===== config.mk =====
export PLATFORM = sky130hd
export DESIGN_NAME = bmp_rle_pixel_run_decoder_top
export DESIGN_NICKNAME = d
export VERILOG_FILES = /design/src/hw/rtl/bmprle_pkg.sv /design/src/hw/rtl/bmprle_front.sv /design/src/hw/rtl/bmprle_queue.sv /design/src/hw/rtl/bmprle_back.sv /design/src/hw/rtl/bmp_rle_pixel_run_decoder_top.sv
export SDC_FILE = /design/constraint.sdc
export NUM_CORES = 1
export LEC_CHECK = 0
export ABC_AREA = 0
export BUFFER_PORTS_ARGS = -buffer_cell sky130_fd_sc_hd__buf_4
export CORE_AREA = 2 2 124 246
export DETAILED_ROUTE_END_ITERATION = 16
export DIE_AREA = 0 0 126 248
export GPL_TIMING_DRIVEN = 0
export HOLD_SLACK_MARGIN = 0.12
export PLACE_DENSITY = 0.82
export SLEW_MARGIN = 20
export SYNTH_ARGS = -nofsm -noshare
export SYNTH_HDL_FRONTEND = slang
export SYNTH_SLANG_ARGS = --single-unit

===== constraint.sdc =====
create_clock -name clk -period 11.9 [get_ports clk]
set_clock_uncertainty 0.1 [all_clocks]
set_input_delay 1.785 -clock clk [delete_from_list [all_inputs] [get_ports clk]]
set_output_delay 1.785 -clock clk [all_outputs]
set_load 0.02 [all_outputs]

===== src/hw/rtl/bmprle_pkg.sv =====
// ============================================================================
// bmprle_pkg: shared types and constants for the run-length pixel decoder
// Holds the parse phase codes, event kinds, the command passed from the
// parser to the output stage, and the configuration and queue status bundles.
// ============================================================================
package bmprle_pkg;

  // Default size limits and queue depth.
  localparam int unsigned MAX_WIDTH_DEF   = 4096;
  localparam int unsigned MAX_HEIGHT_DEF  = 4096;
  localparam int unsigned QUEUE_DEPTH_DEF = 4;

  // Parser phase codes.
  localparam logic [1:0] PH_FIRST   = 2'd0;
  localparam logic [1:0] PH_SECOND  = 2'd1;
  localparam logic [1:0] PH_LITERAL = 2'd2;
  localparam logic [1:0] PH_PAD     = 2'd3;

  // Event kinds reported on the result channel.
  localparam logic [1:0] EV_RUN      = 2'd0;
  localparam logic [1:0] EV_DONE     = 2'd1;
  localparam logic [1:0] EV_DELTA    = 2'd2;
  localparam logic [1:0] EV_OVERFLOW = 2'd3;

  // Configuration register indexes.
  localparam logic [1:0] REG_MODE   = 2'd0;
  localparam logic [1:0] REG_WIDTH  = 2'd1;
  localparam logic [1:0] REG_HEIGHT = 2'd2;

  // Decoded configuration, with the size limits already applied.
  typedef struct packed {
    logic        mode;
    logic [11:0] eff_width;
    logic [11:0] eff_height;
  } cfg_t;

  // One command from the parser; row holds the file row, not yet flipped.
  typedef struct packed {
    logic [1:0]  kind;
    logic [11:0] row;
    logic [11:0] column;
    logic [7:0]  run_length;
    logic [7:0]  first_pixel;
    logic [7:0]  second_pixel;
  } cmd_t;

  // Queue status seen by the input stall logic, the back and the checks.
  typedef struct packed {
    logic full;
    logic empty;
  } queue_status_t;

endpackage


===== src/hw/rtl/bmprle_front.sv =====
// ============================================================================
// bmprle_front: byte parser of the run-length stream
// Tracks the pair phase, literal group progress, column and row, and turns
// each accepted byte into at most one command for the queue.
// ============================================================================
module bmprle_front (
  input  logic                clk,
  input  logic                rst_n,
  input  logic                in_accept,
  input  logic [7:0]          in_data_byte,
  input  logic                in_image_start,
  input  bmprle_pkg::cfg_t    cfg,
  output logic                push,
  output bmprle_pkg::cmd_t    push_cmd
);

  logic [1:0]  phase_r, phase_nxt;
  logic [7:0]  held_r, held_nxt;
  logic [7:0]  lit_r, lit_nxt;
  logic        pad_r, pad_nxt;
  logic [11:0] col_r, col_nxt;
  logic [11:0] row_r, row_nxt;
  logic        fin_r, fin_nxt;

  // State as seen by this byte, after an image start has cleared it.
  logic [1:0]  ph_c;
  logic [7:0]  held_c;
  logic [7:0]  lit_c;
  logic        pad_c;
  logic [11:0] col_c;
  logic [11:0] row_c;
  logic        fin_c;

  logic [3:0]  hi;
  logic [3:0]  lo;
  logic [12:0] col_held_sum;
  logic [12:0] col_byte_sum;
  logic [12:0] row_inc;
  logic [8:0]  byte_inc;
  logic [7:0]  lit_len;
  logic [7:0]  lit_rem;

  assign ph_c   = in_image_start ? bmprle_pkg::PH_FIRST : phase_r;
  assign held_c = in_image_start ? 8'd0 : held_r;
  assign lit_c  = in_image_start ? 8'd0 : lit_r;
  assign pad_c  = in_image_start ? 1'b0 : pad_r;
  assign col_c  = in_image_start ? 12'd0 : col_r;
  assign row_c  = in_image_start ? 12'd0 : row_r;
  assign fin_c  = in_image_start ? 1'b0 : fin_r;

  assign hi           = in_data_byte[7:4];
  assign lo           = in_data_byte[3:0];
  assign col_held_sum = {1'b0, col_c} + {5'd0, held_c};
  assign col_byte_sum = {1'b0, col_c} + {5'd0, in_data_byte};
  assign row_inc      = {1'b0, row_c} + 13'd1;
  assign byte_inc     = {1'b0, in_data_byte} + 9'd1;
  assign lit_len      = (cfg.mode && (lit_c >= 8'd2)) ? 8'd2 : 8'd1;
  assign lit_rem      = (lit_c >= lit_len) ? (lit_c - lit_len) : 8'd0;

  // Next state and command for the byte being accepted.
  always_comb begin
    phase_nxt = phase_r;
    held_nxt  = held_r;
    lit_nxt   = lit_r;
    pad_nxt   = pad_r;
    col_nxt   = col_r;
    row_nxt   = row_r;
    fin_nxt   = fin_r;
    push      = 1'b0;
    push_cmd  = '0;
    push_cmd.row    = row_c;
    push_cmd.column = col_c;
    if (in_accept) begin
      phase_nxt = ph_c;
      held_nxt  = held_c;
      lit_nxt   = lit_c;
      pad_nxt   = pad_c;
      col_nxt   = col_c;
      row_nxt   = row_c;
      fin_nxt   = fin_c;
      if (!fin_c) begin
        case (ph_c)
          bmprle_pkg::PH_FIRST: begin
            held_nxt  = in_data_byte;
            phase_nxt = bmprle_pkg::PH_SECOND;
          end
          bmprle_pkg::PH_SECOND: begin
            phase_nxt = bmprle_pkg::PH_FIRST;
            if (held_c != 8'd0) begin
              // Repeat group: count then value.
              push                = 1'b1;
              push_cmd.run_length = held_c;
              if (col_held_sum > {1'b0, cfg.eff_width}) begin
                fin_nxt       = 1'b1;
                push_cmd.kind = bmprle_pkg::EV_OVERFLOW;
              end else begin
                push_cmd.kind = bmprle_pkg::EV_RUN;
                if (cfg.mode) begin
                  push_cmd.first_pixel  = {4'd0, hi};
                  push_cmd.second_pixel = {4'd0, lo};
                end else begin
                  push_cmd.first_pixel  = in_data_byte;
                  push_cmd.second_pixel = in_data_byte;
                end
                col_nxt = col_held_sum[11:0];
              end
            end else if (in_data_byte == 8'd0) begin
              // End of row; on the last row it ends the image.
              if (row_inc >= {1'b0, cfg.eff_height}) begin
                fin_nxt       = 1'b1;
                push          = 1'b1;
                push_cmd.kind = bmprle_pkg::EV_DONE;
              end else begin
                row_nxt = row_inc[11:0];
                col_nxt = 12'd0;
              end
            end else if (in_data_byte == 8'd1) begin
              fin_nxt       = 1'b1;
              push          = 1'b1;
              push_cmd.kind = bmprle_pkg::EV_DONE;
            end else if (in_data_byte == 8'd2) begin
              fin_nxt       = 1'b1;
              push          = 1'b1;
              push_cmd.kind = bmprle_pkg::EV_DELTA;
            end else if (col_byte_sum > {1'b0, cfg.eff_width}) begin
              fin_nxt             = 1'b1;
              push                = 1'b1;
              push_cmd.kind       = bmprle_pkg::EV_OVERFLOW;
              push_cmd.run_length = in_data_byte;
            end else begin
              // Literal group; data is padded to an even byte count.
              lit_nxt   = in_data_byte;
              pad_nxt   = cfg.mode ? byte_inc[1] : in_data_byte[0];
              phase_nxt = bmprle_pkg::PH_LITERAL;
            end
          end
          bmprle_pkg::PH_LITERAL: begin
            push                = 1'b1;
            push_cmd.kind       = bmprle_pkg::EV_RUN;
            push_cmd.run_length = lit_len;
            if (cfg.mode) begin
              push_cmd.first_pixel  = {4'd0, hi};
              push_cmd.second_pixel = {4'd0, lo};
            end else begin
              push_cmd.first_pixel  = in_data_byte;
              push_cmd.second_pixel = in_data_byte;
            end
            col_nxt = col_c + {4'd0, lit_len};
            lit_nxt = lit_rem;
            if (lit_rem == 8'd0) begin
              phase_nxt = pad_c ? bmprle_pkg::PH_PAD : bmprle_pkg::PH_FIRST;
            end
          end
          bmprle_pkg::PH_PAD: begin
            pad_nxt   = 1'b0;
            phase_nxt = bmprle_pkg::PH_FIRST;
          end
          default: begin
            phase_nxt = bmprle_pkg::PH_FIRST;
          end
        endcase
      end
    end
  end

  // Parser state registers.
  always_ff @(posedge clk) begin
    if (!rst_n) begin
      phase_r <= bmprle_pkg::PH_FIRST;
      held_r  <= 8'd0;
      lit_r   <= 8'd0;
      pad_r   <= 1'b0;
      col_r   <= 12'd0;
      row_r   <= 12'd0;
      fin_r   <= 1'b0;
    end else begin
      phase_r <= phase_nxt;
      held_r  <= held_nxt;
      lit_r   <= lit_nxt;
      pad_r   <= pad_nxt;
      col_r   <= col_nxt;
      row_r   <= row_nxt;
      fin_r   <= fin_nxt;
    end
  end

endmodule


===== src/hw/rtl/bmprle_queue.sv =====
// ============================================================================
// bmprle_queue: short command queue between parser and output stage
// A small circular buffer that lets the parser run while results wait.
// ============================================================================
module bmprle_queue #(
  parameter int unsigned DEPTH = bmprle_pkg::QUEUE_DEPTH_DEF
) (
  input  logic                       clk,
  input  logic                       rst_n,
  input  logic                       push,
  input  bmprle_pkg::cmd_t           push_cmd,
  input  logic                       pop,
  output bmprle_pkg::cmd_t           head_cmd,
  output bmprle_pkg::queue_status_t  status
);

  localparam int unsigned PTR_W = (DEPTH > 1) ? $clog2(DEPTH) : 1;
  localparam int unsigned CNT_W = $clog2(DEPTH + 1);
  localparam logic [PTR_W-1:0] PTR_LAST = PTR_W'(DEPTH - 1);
  localparam logic [CNT_W-1:0] CNT_FULL = CNT_W'(DEPTH);

  bmprle_pkg::cmd_t  mem_r [DEPTH];
  logic [PTR_W-1:0]  wr_ptr_r, wr_ptr_nxt;
  logic [PTR_W-1:0]  rd_ptr_r, rd_ptr_nxt;
  logic [CNT_W-1:0]  count_r, count_nxt;

  assign status.full  = (count_r == CNT_FULL);
  assign status.empty = (count_r == '0);
  assign head_cmd     = mem_r[rd_ptr_r];

  // Pointer and fill count updates.
  always_comb begin
    wr_ptr_nxt = wr_ptr_r;
    rd_ptr_nxt = rd_ptr_r;
    count_nxt  = count_r;
    if (push) begin
      wr_ptr_nxt = (wr_ptr_r == PTR_LAST) ? '0 : wr_ptr_r + PTR_W'(1);
    end
    if (pop) begin
      rd_ptr_nxt = (rd_ptr_r == PTR_LAST) ? '0 : rd_ptr_r + PTR_W'(1);
    end
    if (push && !pop) begin
      count_nxt = count_r + CNT_W'(1);
    end else if (pop && !push) begin
      count_nxt = count_r - CNT_W'(1);
    end
  end

  always_ff @(posedge clk) begin
    if (!rst_n) begin
      wr_ptr_r <= '0;
      rd_ptr_r <= '0;
      count_r  <= '0;
    end else begin
      wr_ptr_r <= wr_ptr_nxt;
      rd_ptr_r <= rd_ptr_nxt;
      count_r  <= count_nxt;
    end
  end

  // Command storage; needs no reset.
  always_ff @(posedge clk) begin
    if (push) begin
      mem_r[wr_ptr_r] <= push_cmd;
    end
  end

endmodule


===== src/hw/rtl/bmprle_back.sv =====
// ============================================================================
// bmprle_back: output stage of the decoder
// Takes commands from the queue, flips the file row to the stored bottom-up
// row, and holds each result in a register until the receiver takes it.
// ============================================================================
module bmprle_back (
  input  logic                       clk,
  input  logic                       rst_n,
  input  bmprle_pkg::cfg_t           cfg,
  input  bmprle_pkg::cmd_t           head_cmd,
  input  bmprle_pkg::queue_status_t  status,
  output logic                       pop,
  input  logic                       out_stall,
  output logic                       out_valid,
  output logic [1:0]                 out_event_kind,
  output logic [11:0]                out_row,
  output logic [11:0]                out_column,
  output logic [7:0]                 out_run_length,
  output logic [7:0]                 out_first_pixel,
  output logic [7:0]                 out_second_pixel
);

  logic             valid_r, valid_nxt;
  bmprle_pkg::cmd_t res_r, res_nxt;
  logic [11:0]      stored_row;

  // Load a new result when the register is empty or being taken.
  assign pop        = !status.empty && (!valid_r || !out_stall);
  assign valid_nxt  = pop || (valid_r && out_stall);
  assign stored_row = cfg.eff_height - 12'd1 - head_cmd.row;

  // The head command with its row flipped to the stored row.
  always_comb begin
    res_nxt     = head_cmd;
    res_nxt.row = stored_row;
  end

  always_ff @(posedge clk) begin
    if (!rst_n) begin
      valid_r <= 1'b0;
    end else begin
      valid_r <= valid_nxt;
    end
  end

  always_ff @(posedge clk) begin
    if (pop) begin
      res_r <= res_nxt;
    end
  end

  assign out_valid        = valid_r;
  assign out_event_kind   = res_r.kind;
  assign out_row          = res_r.row;
  assign out_column       = res_r.column;
  assign out_run_length   = res_r.run_length;
  assign out_first_pixel  = res_r.first_pixel;
  assign out_second_pixel = res_r.second_pixel;

endmodule


===== src/hw/rtl/bmp_rle_pixel_run_decoder_top.sv =====
// ============================================================================
// bmp_rle_pixel_run_decoder_top: run-length bitmap pixel stream decoder
// Parses 8-bit and 4-bit run-length compressed bytes into fill requests.
//
//   Channel  Direction  Handshake             Payload
//   in_      input      in_valid / in_stall   data_byte, image_start
//   out_     output     out_valid / out_stall event_kind, row, column,
//                                             run_length, first/second_pixel
//   cfg_     input      cfg_we                cfg_index, cfg_wdata
//
// One byte request is accepted per cycle; the parser handles it in that cycle.
// A result reaches out_ by way of a queue entry and then the output register.
// Input stalls only while the command queue is full.
// Synchronous active-low reset clears the parser, queue and output valid.
// ============================================================================
module bmp_rle_pixel_run_decoder_top #(
  parameter int unsigned MAX_WIDTH   = bmprle_pkg::MAX_WIDTH_DEF,
  parameter int unsigned MAX_HEIGHT  = bmprle_pkg::MAX_HEIGHT_DEF,
  parameter int unsigned QUEUE_DEPTH = bmprle_pkg::QUEUE_DEPTH_DEF
) (
  input  logic        clk,
  input  logic        rst_n,
  input  logic        in_valid,
  output logic        in_stall,
  input  logic [7:0]  in_data_byte,
  input  logic        in_image_start,
  output logic        out_valid,
  input  logic        out_stall,
  output logic [1:0]  out_event_kind,
  output logic [11:0] out_row,
  output logic [11:0] out_column,
  output logic [7:0]  out_run_length,
  output logic [7:0]  out_first_pixel,
  output logic [7:0]  out_second_pixel,
  input  logic        cfg_we,
  input  logic [1:0]  cfg_index,
  input  logic [11:0] cfg_wdata
);

  localparam logic [16:0] W_CAP = 17'(MAX_WIDTH - 1);
  localparam logic [16:0] H_CAP = 17'(MAX_HEIGHT - 1);

  logic                      mode_r;
  logic [11:0]               width_r;
  logic [11:0]               height_r;
  bmprle_pkg::cfg_t          cfg;
  logic                      in_accept;
  logic                      push;
  logic                      pop;
  bmprle_pkg::cmd_t          push_cmd;
  bmprle_pkg::cmd_t          head_cmd;
  bmprle_pkg::queue_status_t status;

  // Configuration registers.
  always_ff @(posedge clk) begin
    if (!rst_n) begin
      mode_r   <= 1'b0;
      width_r  <= 12'd1;
      height_r <= 12'd1;
    end else if (cfg_we) begin
      case (cfg_index)
        bmprle_pkg::REG_MODE:   mode_r   <= cfg_wdata[0];
        bmprle_pkg::REG_WIDTH:  width_r  <= cfg_wdata;
        bmprle_pkg::REG_HEIGHT: height_r <= cfg_wdata;
        default: begin
        end
      endcase
    end
  end

  // Clamp the image size to the supported limits.
  assign cfg.mode       = mode_r;
  assign cfg.eff_width  = ({5'd0, width_r} > W_CAP) ? W_CAP[11:0] : width_r;
  assign cfg.eff_height = ({5'd0, height_r} > H_CAP) ? H_CAP[11:0] : height_r;

  assign in_stall  = status.full;
  assign in_accept = in_valid && !status.full;

  bmprle_front u_front (
    .clk            (clk),
    .rst_n          (rst_n),
    .in_accept      (in_accept),
    .in_data_byte   (in_data_byte),
    .in_image_start (in_image_start),
    .cfg            (cfg),
    .push           (push),
    .push_cmd       (push_cmd)
  );

  bmprle_queue #(
    .DEPTH (QUEUE_DEPTH)
  ) u_queue (
    .clk      (clk),
    .rst_n    (rst_n),
    .push     (push),
    .push_cmd (push_cmd),
    .pop      (pop),
    .head_cmd (head_cmd),
    .status   (status)
  );

  bmprle_back u_back (
    .clk              (clk),
    .rst_n            (rst_n),
    .cfg              (cfg),
    .head_cmd         (head_cmd),
    .status           (status),
    .pop              (pop),
    .out_stall        (out_stall),
    .out_valid        (out_valid),
    .out_event_kind   (out_event_kind),
    .out_row          (out_row),
    .out_column       (out_column),
    .out_run_length   (out_run_length),
    .out_first_pixel  (out_first_pixel),
    .out_second_pixel (out_second_pixel)
  );

  // The parser never writes into a full queue.
  a_no_overflow: assert property (@(posedge clk) disable iff (!rst_n)
    push |-> !status.full)
    else $error("command queue written while full");

  // The output stage never reads an empty queue.
  a_no_underflow: assert property (@(posedge clk) disable iff (!rst_n)
    pop |-> !status.empty)
    else $error("command queue read while empty");

  // A queued command is always moved on once the output register is free.
  a_drain: assert property (@(posedge clk) disable iff (!rst_n)
    (!status.empty && !out_valid) |=> out_valid)
    else $error("output stage idle with commands waiting");

endmodule

==> results of run 1 <==
-- worst max path at each step --
stage	from	endpoint	cells past startpoint
after floorplan	in_image_start	u_queue.mem_r[0][0]	21
after global placement	in_image_start	u_queue.mem_r[1][32]	22
after detailed placement	in_image_start	u_queue.count_r[2]	27
after CTS	in_image_start	u_queue.count_r[2]	27
after global routing	in_image_start	u_queue.count_r[2]	27
final	in_image_start	u_queue.count_r[2]	27
-- area by class of cell --
cell class              instances  area share (%)
inverters                      76           1.620
plain buffers                  76           1.975
repair buffers                 80           3.708
multi-input cells             865           36.89
flip-flops and latches        309           48.19
clock inverters                17           1.051
well taps                     364           2.586
clock buffers                  31           3.978
-- metrics by stage --
step	hold WS, ns	power, uW	setup slack [ns]
global route	0.3784	3366	1.841
global placement	0.3449	2334	0.9215
floorplan	0.3363	2027	4.392
finish	0.3605	3250	1.882
detailed placement	0.3511	2373	1.785
CTS	0.3610	3255	2.287
-- layer usage --
metal / GRT usage, % / vias up / routed length (um)
li1: - / 5108 / -
met1: 30.80 / 5575 / 15130
met2: 49.81 / 624 / 22490
met3: 2.759 / 205 / 2648
met4: 20.04 / 0 / 3700
met5: 0 / - / 0
-- power by group --
group	total (uW)	internal, uW	switching (uW)
clock	893	491	402
combinational	1010	405	601
sequential	1350	1300	47.1
total	3250	2200	1050
-- cell families after synthesis --
logic type | Yosys count | share of synthesized area, %
flip-flops | 309 | 54.38
multiplexers | 65 | 7.888
AND/OR/NAND/NOR | 394 | 12.43
XOR/XNOR | 61 | 3.567
AO/OA/AOI/OAI | 266 | 11.20
adder cells (fa/ha/maj) | 79 | 6.477
buffers and inverters | 152 | 4.056
-- Yosys cell counts, drive strengths merged, types with 4 or more instances --
library cell / n
xor2: 16
buf: 28
clkbuf: 48
a21oi: 106
o211ai: 6
nor2: 84
nand4: 10
o41ai: 5
nor3b: 8
a221oi: 6
a31oi: 6
and3: 12
mux2i: 15
inv: 76
and2: 14
nor3: 20
nor2b: 37
a211oi: 9
xnor2: 45
mux2: 4
nand3: 27
nand2b: 7
edfxtp: 230
dfxtp: 79
fa: 4
a21o: 10
nand2: 137
o22ai: 5
nor4: 15
ha: 72
o21ai: 45
a22oi: 17
or3: 5
o21a: 6
mux4: 46
o31ai: 5
-- cell usage in the layout, fill, tap and decap left out, types with 9 or more instances in the layout --
| cell | Yosys | layout |
|---|---|---|
| nor4_1 | 12 | 12 |
| and2_1 | 13 | 9 |
| nand3_1 | 27 | 27 |
| a21oi_1 | 104 | 104 |
| xnor2_1 | 42 | 42 |
| xor2_1 | 16 | 16 |
| edfxtp_1 | 230 | 230 |
| ha_1 | 72 | 72 |
| a21o_1 | 10 | 10 |
| nor2b_1 | 37 | 37 |
| nand4_1 | 9 | 9 |
| clkbuf_1 | 48 | 51 |
| mux4_2 | 46 | 46 |
| and3_1 | 11 | 11 |
| a22oi_1 | 17 | 17 |
| clkbuf_16 | 0 | 27 |
| nor3_1 | 19 | 19 |
| buf_4 | 8 | 85 |
| mux2i_1 | 15 | 15 |
| buf_1 | 9 | 9 |
| o21ai_0 | 41 | 41 |
| inv_1 | 75 | 74 |
| dfxtp_1 | 79 | 79 |
| nor2_1 | 84 | 84 |
| nand2_1 | 136 | 136 |
-- critical path, delay by kind of cell --
| family | cells | cell delay (ns) |
|---|---|---|
| buf+inv | 9 | 3.63 |
| compound gates | 6 | 1.93 |
| fa+ha+maj | 4 | 1.33 |
| simple gates | 6 | 1.32 |
| xor+xnor | 2 | 0.36 |
-- registers in the layout, indices dropped and copies added, names as in the netlist, 3 cells and up, named ones only --
signal and count:
u_back.out_second_pixel 8, u_queue.mem_r 184, u_front.col_r 12, u_back.out_column 12
u_back.out_row 12, height_r 12, u_front.row_r 12, u_front.lit_r 8
width_r 12, u_front.held_r 8, u_queue.count_r 3, u_back.out_run_length 8
u_back.out_first_pixel 4
==> results.md, run 1 <==
- Global route overflow: 0
- Post-synth EDFFs: between 200 and 250
- Synth area leaders: edfxtp_1, dfxtp_1, mux4_2
- Worst reg2reg endpoint: u_queue.count_r[2]
- Final ANT Viol Nets: 0
- Worst-path maximum fanout: 10
- # IOs: 80
- Routed WL: 43970 um
- Crit path DAT: 10.40 ns
- Resize count post-CTS: 0
- Layout cells sized above 1: 15.06%
- DR vias/cell: 6.332
- Gp weighted congestion: 1.010
- DRC marker count from the first detailed-route iteration: 1046
- Worst-path clk slew: 0.07 ns
- Reg2Reg Launch Point: u_front.col_r[1]
- Num rows: approximately 90
- Final nets: ~1.5k
- Power per cell area: ~180 nW/um^2
- Hpwl dp: 32310 um
- CTS H-tree lvls: 1
- Peak supply drop: 0.0001281 V
- Sequential standard cell area: between 8000 and 9000 sq um
- Vias in the first global route: 11.45k
- Worst-Skew Late Latency: between 0.5 and 0.6 ns
- Post-synth cell types: 88
- Worst r2r path cells: 24
- Post-layout util: 59.91%
- Unrepaired setup endpoints after global routing: false
- Avg WL per Cell: 24.19 um
- Critical path class: primary input to flip-flop
- Post-synthesis register bit count: 309
- Lkg Pwr: approximately 0.0064 uW
- Slew HR: 23.64%
- Die area: 31250 sq um
- Crit end category: flip-flop
- Minimum clock period: 10.02 ns
- Status: complete, no violations
- Fillers: 2359
- Fin crit share: 84.19%
- Slew @ Worst Pin: 1.145 ns
- Hold endpoint: width_r[5]
- Largest net degree at the start of global routing: 47
- Inserted Diodes: 0
- FMAX: 99.82 MHz
- CP peak stage delay: 0.96 ns
- Root buf cell: clkbuf_16
- CP most frequent cell: ha_1
- Clock buffer depth: 3
- Syn_area_per_cell: between 10 and 15 sq um
- Top_reg_cell synth: edfxtp_1
- Share of the synthesized area in the top cell type: 44.25%
- Die height: ~250 um
- Placed Area: 16730 sq um
- Slowest library cell on the worst path: a21oi_1
- Layout Area Growth over Synthesis: 12.84%
- Post-synthesis sequential area ratio: a little over half
- Mapped Cells: 1326
- Num CTS Buffers: 26
- # DRC: 0
- Hold Vio Cnt, Final: 0
- Placed Instances: 1770
- Finished Cell Area: 17610 sq um
- Tot GR Track Use: 27.91%
- Hold Buf Count CTS: 0
- Placeable Area: 29400 sq um
- # Post-CTS Setup Buffers: 0
- Yosys top cell by area: edfxtp_1
- Hold crit path type: flip-flop to flip-flop
- Die X: 126 um
- First-pass GRT wire length: roughly 66000 um
- Router iterations before antenna repair: 5
- Via count: 11.51k
- Max Cap Viol: 0
- Area of the multi-input gates: roughly 6500 sq um
- Synthesized cell area: 15610 sq um
- Hold depth: 2
- CTS tree: yes
- Count of non-filler cells in the finished layout: 1818
- CP Launch Type: primary input
- Setup TNS: 0 ns
- Async SR Flop Fraction: 0%
- Setup violators final: 0
- Initial core utilization: 53.09%
- Antenna violations before repair: 0
- Required time of the worst setup path: between 10 and 15 ns
- Buffers added on ports: slightly below 80
- R2R setup slack: 5.51 ns
- HP Start: width_r[5]
- Syn. warnings: 0
- Syn_nets: 1430
- Clock sinks: 309
- Final Max Tran Viols: 0
Note: power is estimated with default switching activity, not from simulation.
==> run 2: changes to the inputs <==
==> constraint.sdc (replaced) <==
create_clock -name clk -period 9.5 [get_ports clk]
set_clock_uncertainty 0.1 [all_clocks]
set_input_delay 1.425 -clock clk [delete_from_list [all_inputs] [get_ports clk]]
set_output_delay 1.425 -clock clk [all_outputs]
set_load 0.02 [all_outputs]
==> results.md, run 2 (synthesized netlist as in run 1, its figures left out) <==
- Status: complete, no violations
- Top reg by flops: u_queue.mem_r
- Fin Hold WS: 0.3607 ns (+0.0002050 ns)
- Peak supply drop: 0.0001604 V (+25%)
- Count of non-filler cells in the finished layout: 1818 (unchanged)
- Required time of the worst setup path: 9.64 ns (-2.64 ns)
- Avg WL per Cell: 24.15 um (-0.16%)
- Sequential standard cell area: 8488 sq um (unchanged)
- Crit path max-delay family: buffers and inverters
- FMAX: 106.8 MHz
- Hold Vio Cnt, Final: 0 (unchanged)
- Routed WL: 43900 um (-0.16%)
- Hold crit path type: flip-flop to flip-flop
- Router iterations before antenna repair: 5 (unchanged)
- DR vias/cell: 6.336 (about the same)
- Clock sinks: 309 (unchanged)
- Power per cell area: 231.0 nW/um^2 (+25%)
- Fillers: 2359 (unchanged)
- Most common cell after layout, fill and taps aside: edfxtp_1
- Worst r2r path cells: 24 (unchanged)
- Worst-path cell chain: buf_4, buf_4, buf_2, clkbuf_1, clkbuf_1, buf_1, clkbuf_1, nor2b_1, ha_1, nor2b_1, nand2_1, o31ai_2, xor2_1, ha_1, nand4_1, nor2_1, o31ai_1, a211oi_1, a211oi_2, buf_4, buf_4, nor3_1, nand2_1, a31oi_1
- Crit path DAT: 9.51 ns (-0.89 ns)
- Tot GR Track Use: 27.91% (unchanged)
- Slowest library cell on the worst path: clkbuf_1
- CP peak stage delay: 0.77 ns (-0.19 ns)
- Most frequent cells in the layout: edfxtp_1, nand2_1, a21oi_1
- Final Max Tran Viols: 0 (unchanged)
- Largest net degree at the start of global routing: 47 (unchanged)
- Fin crit share: a little over nine tenths
- Max Cap Viol: 0 (unchanged)
- Minimum clock period: 9.365 ns
- Die height: 248 um (unchanged)
- Final nets: 1538 (unchanged)
- Largest register FFs: 184 (unchanged)
- Clock buffer depth: 3 (unchanged)
- CTS tree: yes
- Buffers added on ports: 77 (unchanged)
- # Post-CTS Setup Buffers: 0 (unchanged)
- Lkg Pwr: 0.006440 uW (about the same)
- Num rows: 89 (unchanged)
- Die X: 126 um (unchanged)
- # IOs: 80 (unchanged)
- Final ANT Viol Nets: 0 (unchanged)
- Placed Instances: 1770 (unchanged)
- Crit end category: flip-flop
- Crit path buf inv count: 9 (unchanged)
- Layout Area Growth over Synthesis: 12.87% (about the same)
- Initial core utilization: 53.09% (unchanged)
- Worst-path maximum fanout: 10 (unchanged)
- Gp weighted congestion: 1.010 (unchanged)
- CP most frequent cell: buf_4
- Slew @ Worst Pin: 1.037 ns (-0.1081 ns)
- Root buf cell: clkbuf_16
- Critical Path Start: in_image_start
- Hpwl dp: 32310 um (unchanged)
- CP Launch Type: primary input
- Setup violators final: 0 (unchanged)
- Critical path depth in cells: 24 (-11%)
- Via count: 11.52k (+0.052%)
- Layout cells sized above 1: 15.13% (+0.069 points)
- Worst-Skew Late Latency: 0.55 ns (about the same)
- Area of the multi-input gates: 6501 sq um (about the same)
- CTS H-tree lvls: 1 (unchanged)
- # DRC: 0 (unchanged)
- Vias in the first global route: 11.45k (unchanged)
- Unrepaired setup endpoints after global routing: false
- Reg2Reg Launch Point: u_front.col_r[1]
- Placeable Area: 29400 sq um (unchanged)
- Worst reg2reg endpoint: u_queue.count_r[2]
- Antenna violations before repair: 0 (unchanged)
- Inserted Diodes: 0 (unchanged)
- Die area: 31250 sq um (unchanged)
- Num CTS Buffers: 26 (unchanged)
- Hold Buf Count CTS: 0 (unchanged)
- HP Start: width_r[5]
- DRC marker count from the first detailed-route iteration: 1076 (+2.9%)
- R2R setup slack: 3.09 ns (-2.42 ns)
- Worst-path clk slew: 0.07 ns (about the same)
- First-pass GRT wire length: 66460 um (unchanged)
- Critical path class: primary input to flip-flop
- Last element of the critical path: u_queue.mem_r[2][48]
- Slew HR: 30.70% (+7.1 points)
- Global route overflow: 0 (unchanged)
## run 2: how the worst min path moves through the flow
stage | endpoint | slack, ns | depth (start not counted)
6_report | width_r[5] | 0.36 | 2
5_1_grt | width_r[5] | 0.38 | 2
4_1_cts | width_r[5] | 0.36 | 2
3_5_place_dp | width_r[10] | 0.35 | 2
3_3_place_gp | width_r[10] | 0.34 | 2
2_1_floorplan | width_r[10] | 0.34 | 2
## run 2: metrics by stage
stage / instance area [sq um] / setup TNS, ns / util, % / power, uW / setup slack (ns)
final: 17620 / 0 / 59.93 / 4069 / 0.1354
after detailed placement: 16730 / -0.2554 / 56.90 / 2973 / -0.2554
after global placement: 16640 / -200.83 / 56.61 / 2923 / -1.118
after floorplan: 15610 / 0 / - / 2539 / 2.352
after CTS: 17610 / 0 / 59.91 / 4077 / 0.2470
after global routing: 17620 / 0 / 59.93 / 4217 / 0.08651
## run 2: metal layers
layer | vias to the layer above | GRT usage (%) | share of wire, %
li1 | 5106 | - | -
met1 | 5614 | 30.80 | 35
met2 | 583 | 49.81 | 51
met3 | 215 | 2.759 | 5.5
met4 | 0 | 20.04 | 8.8
met5 | - | 0 | 0
## run 2: area by class of cell
class	count	share of cell area, %
multi-input cells	865	36.90
plain buffers	76	1.974
clock inverters	17	1.051
flip-flops and latches	309	48.18
well taps	364	2.585
inverters	76	1.619
clock buffers	31	3.977
repair buffers	80	3.707
## run 2: where the power goes
| group | leakage, uW | internal (uW) | switching [uW] |
|---|---|---|---|
| registers | 0.00292 | 1630 | 59.0 |
| logic | 0.00311 | 508 | 751 |
| clock network | 0.000410 | 615 | 503 |
## run 2: worst register-to-register path: stages (launching register included)
cell and delay, ns:
dfxtp_1 0.30, buf_2 0.23, nor2b_1 0.16, clkbuf_1 0.42
xnor2_1 0.19, ha_1 0.25, a21boi_0 0.11, o32a_1 0.38
o32a_4 0.35, o31ai_4 0.51, nand2_1 0.13, xnor2_1 0.19
ha_1 0.37, a2111oi_0 0.10, o21ai_0 0.12, nor2_1 0.07
a211o_1 0.45, and3_4 0.27, nor2_1 0.28, ha_1 0.26
inv_1 0.07, fa_1 0.43, xor2_1 0.18, or3_1 0.30
a21oi_1 0.13
## run 2: timing repair
item	in CTS	in global routing
resized for setup	0	1
endpoints found under the setup margin	0	1
endpoints found under the hold margin	0	0
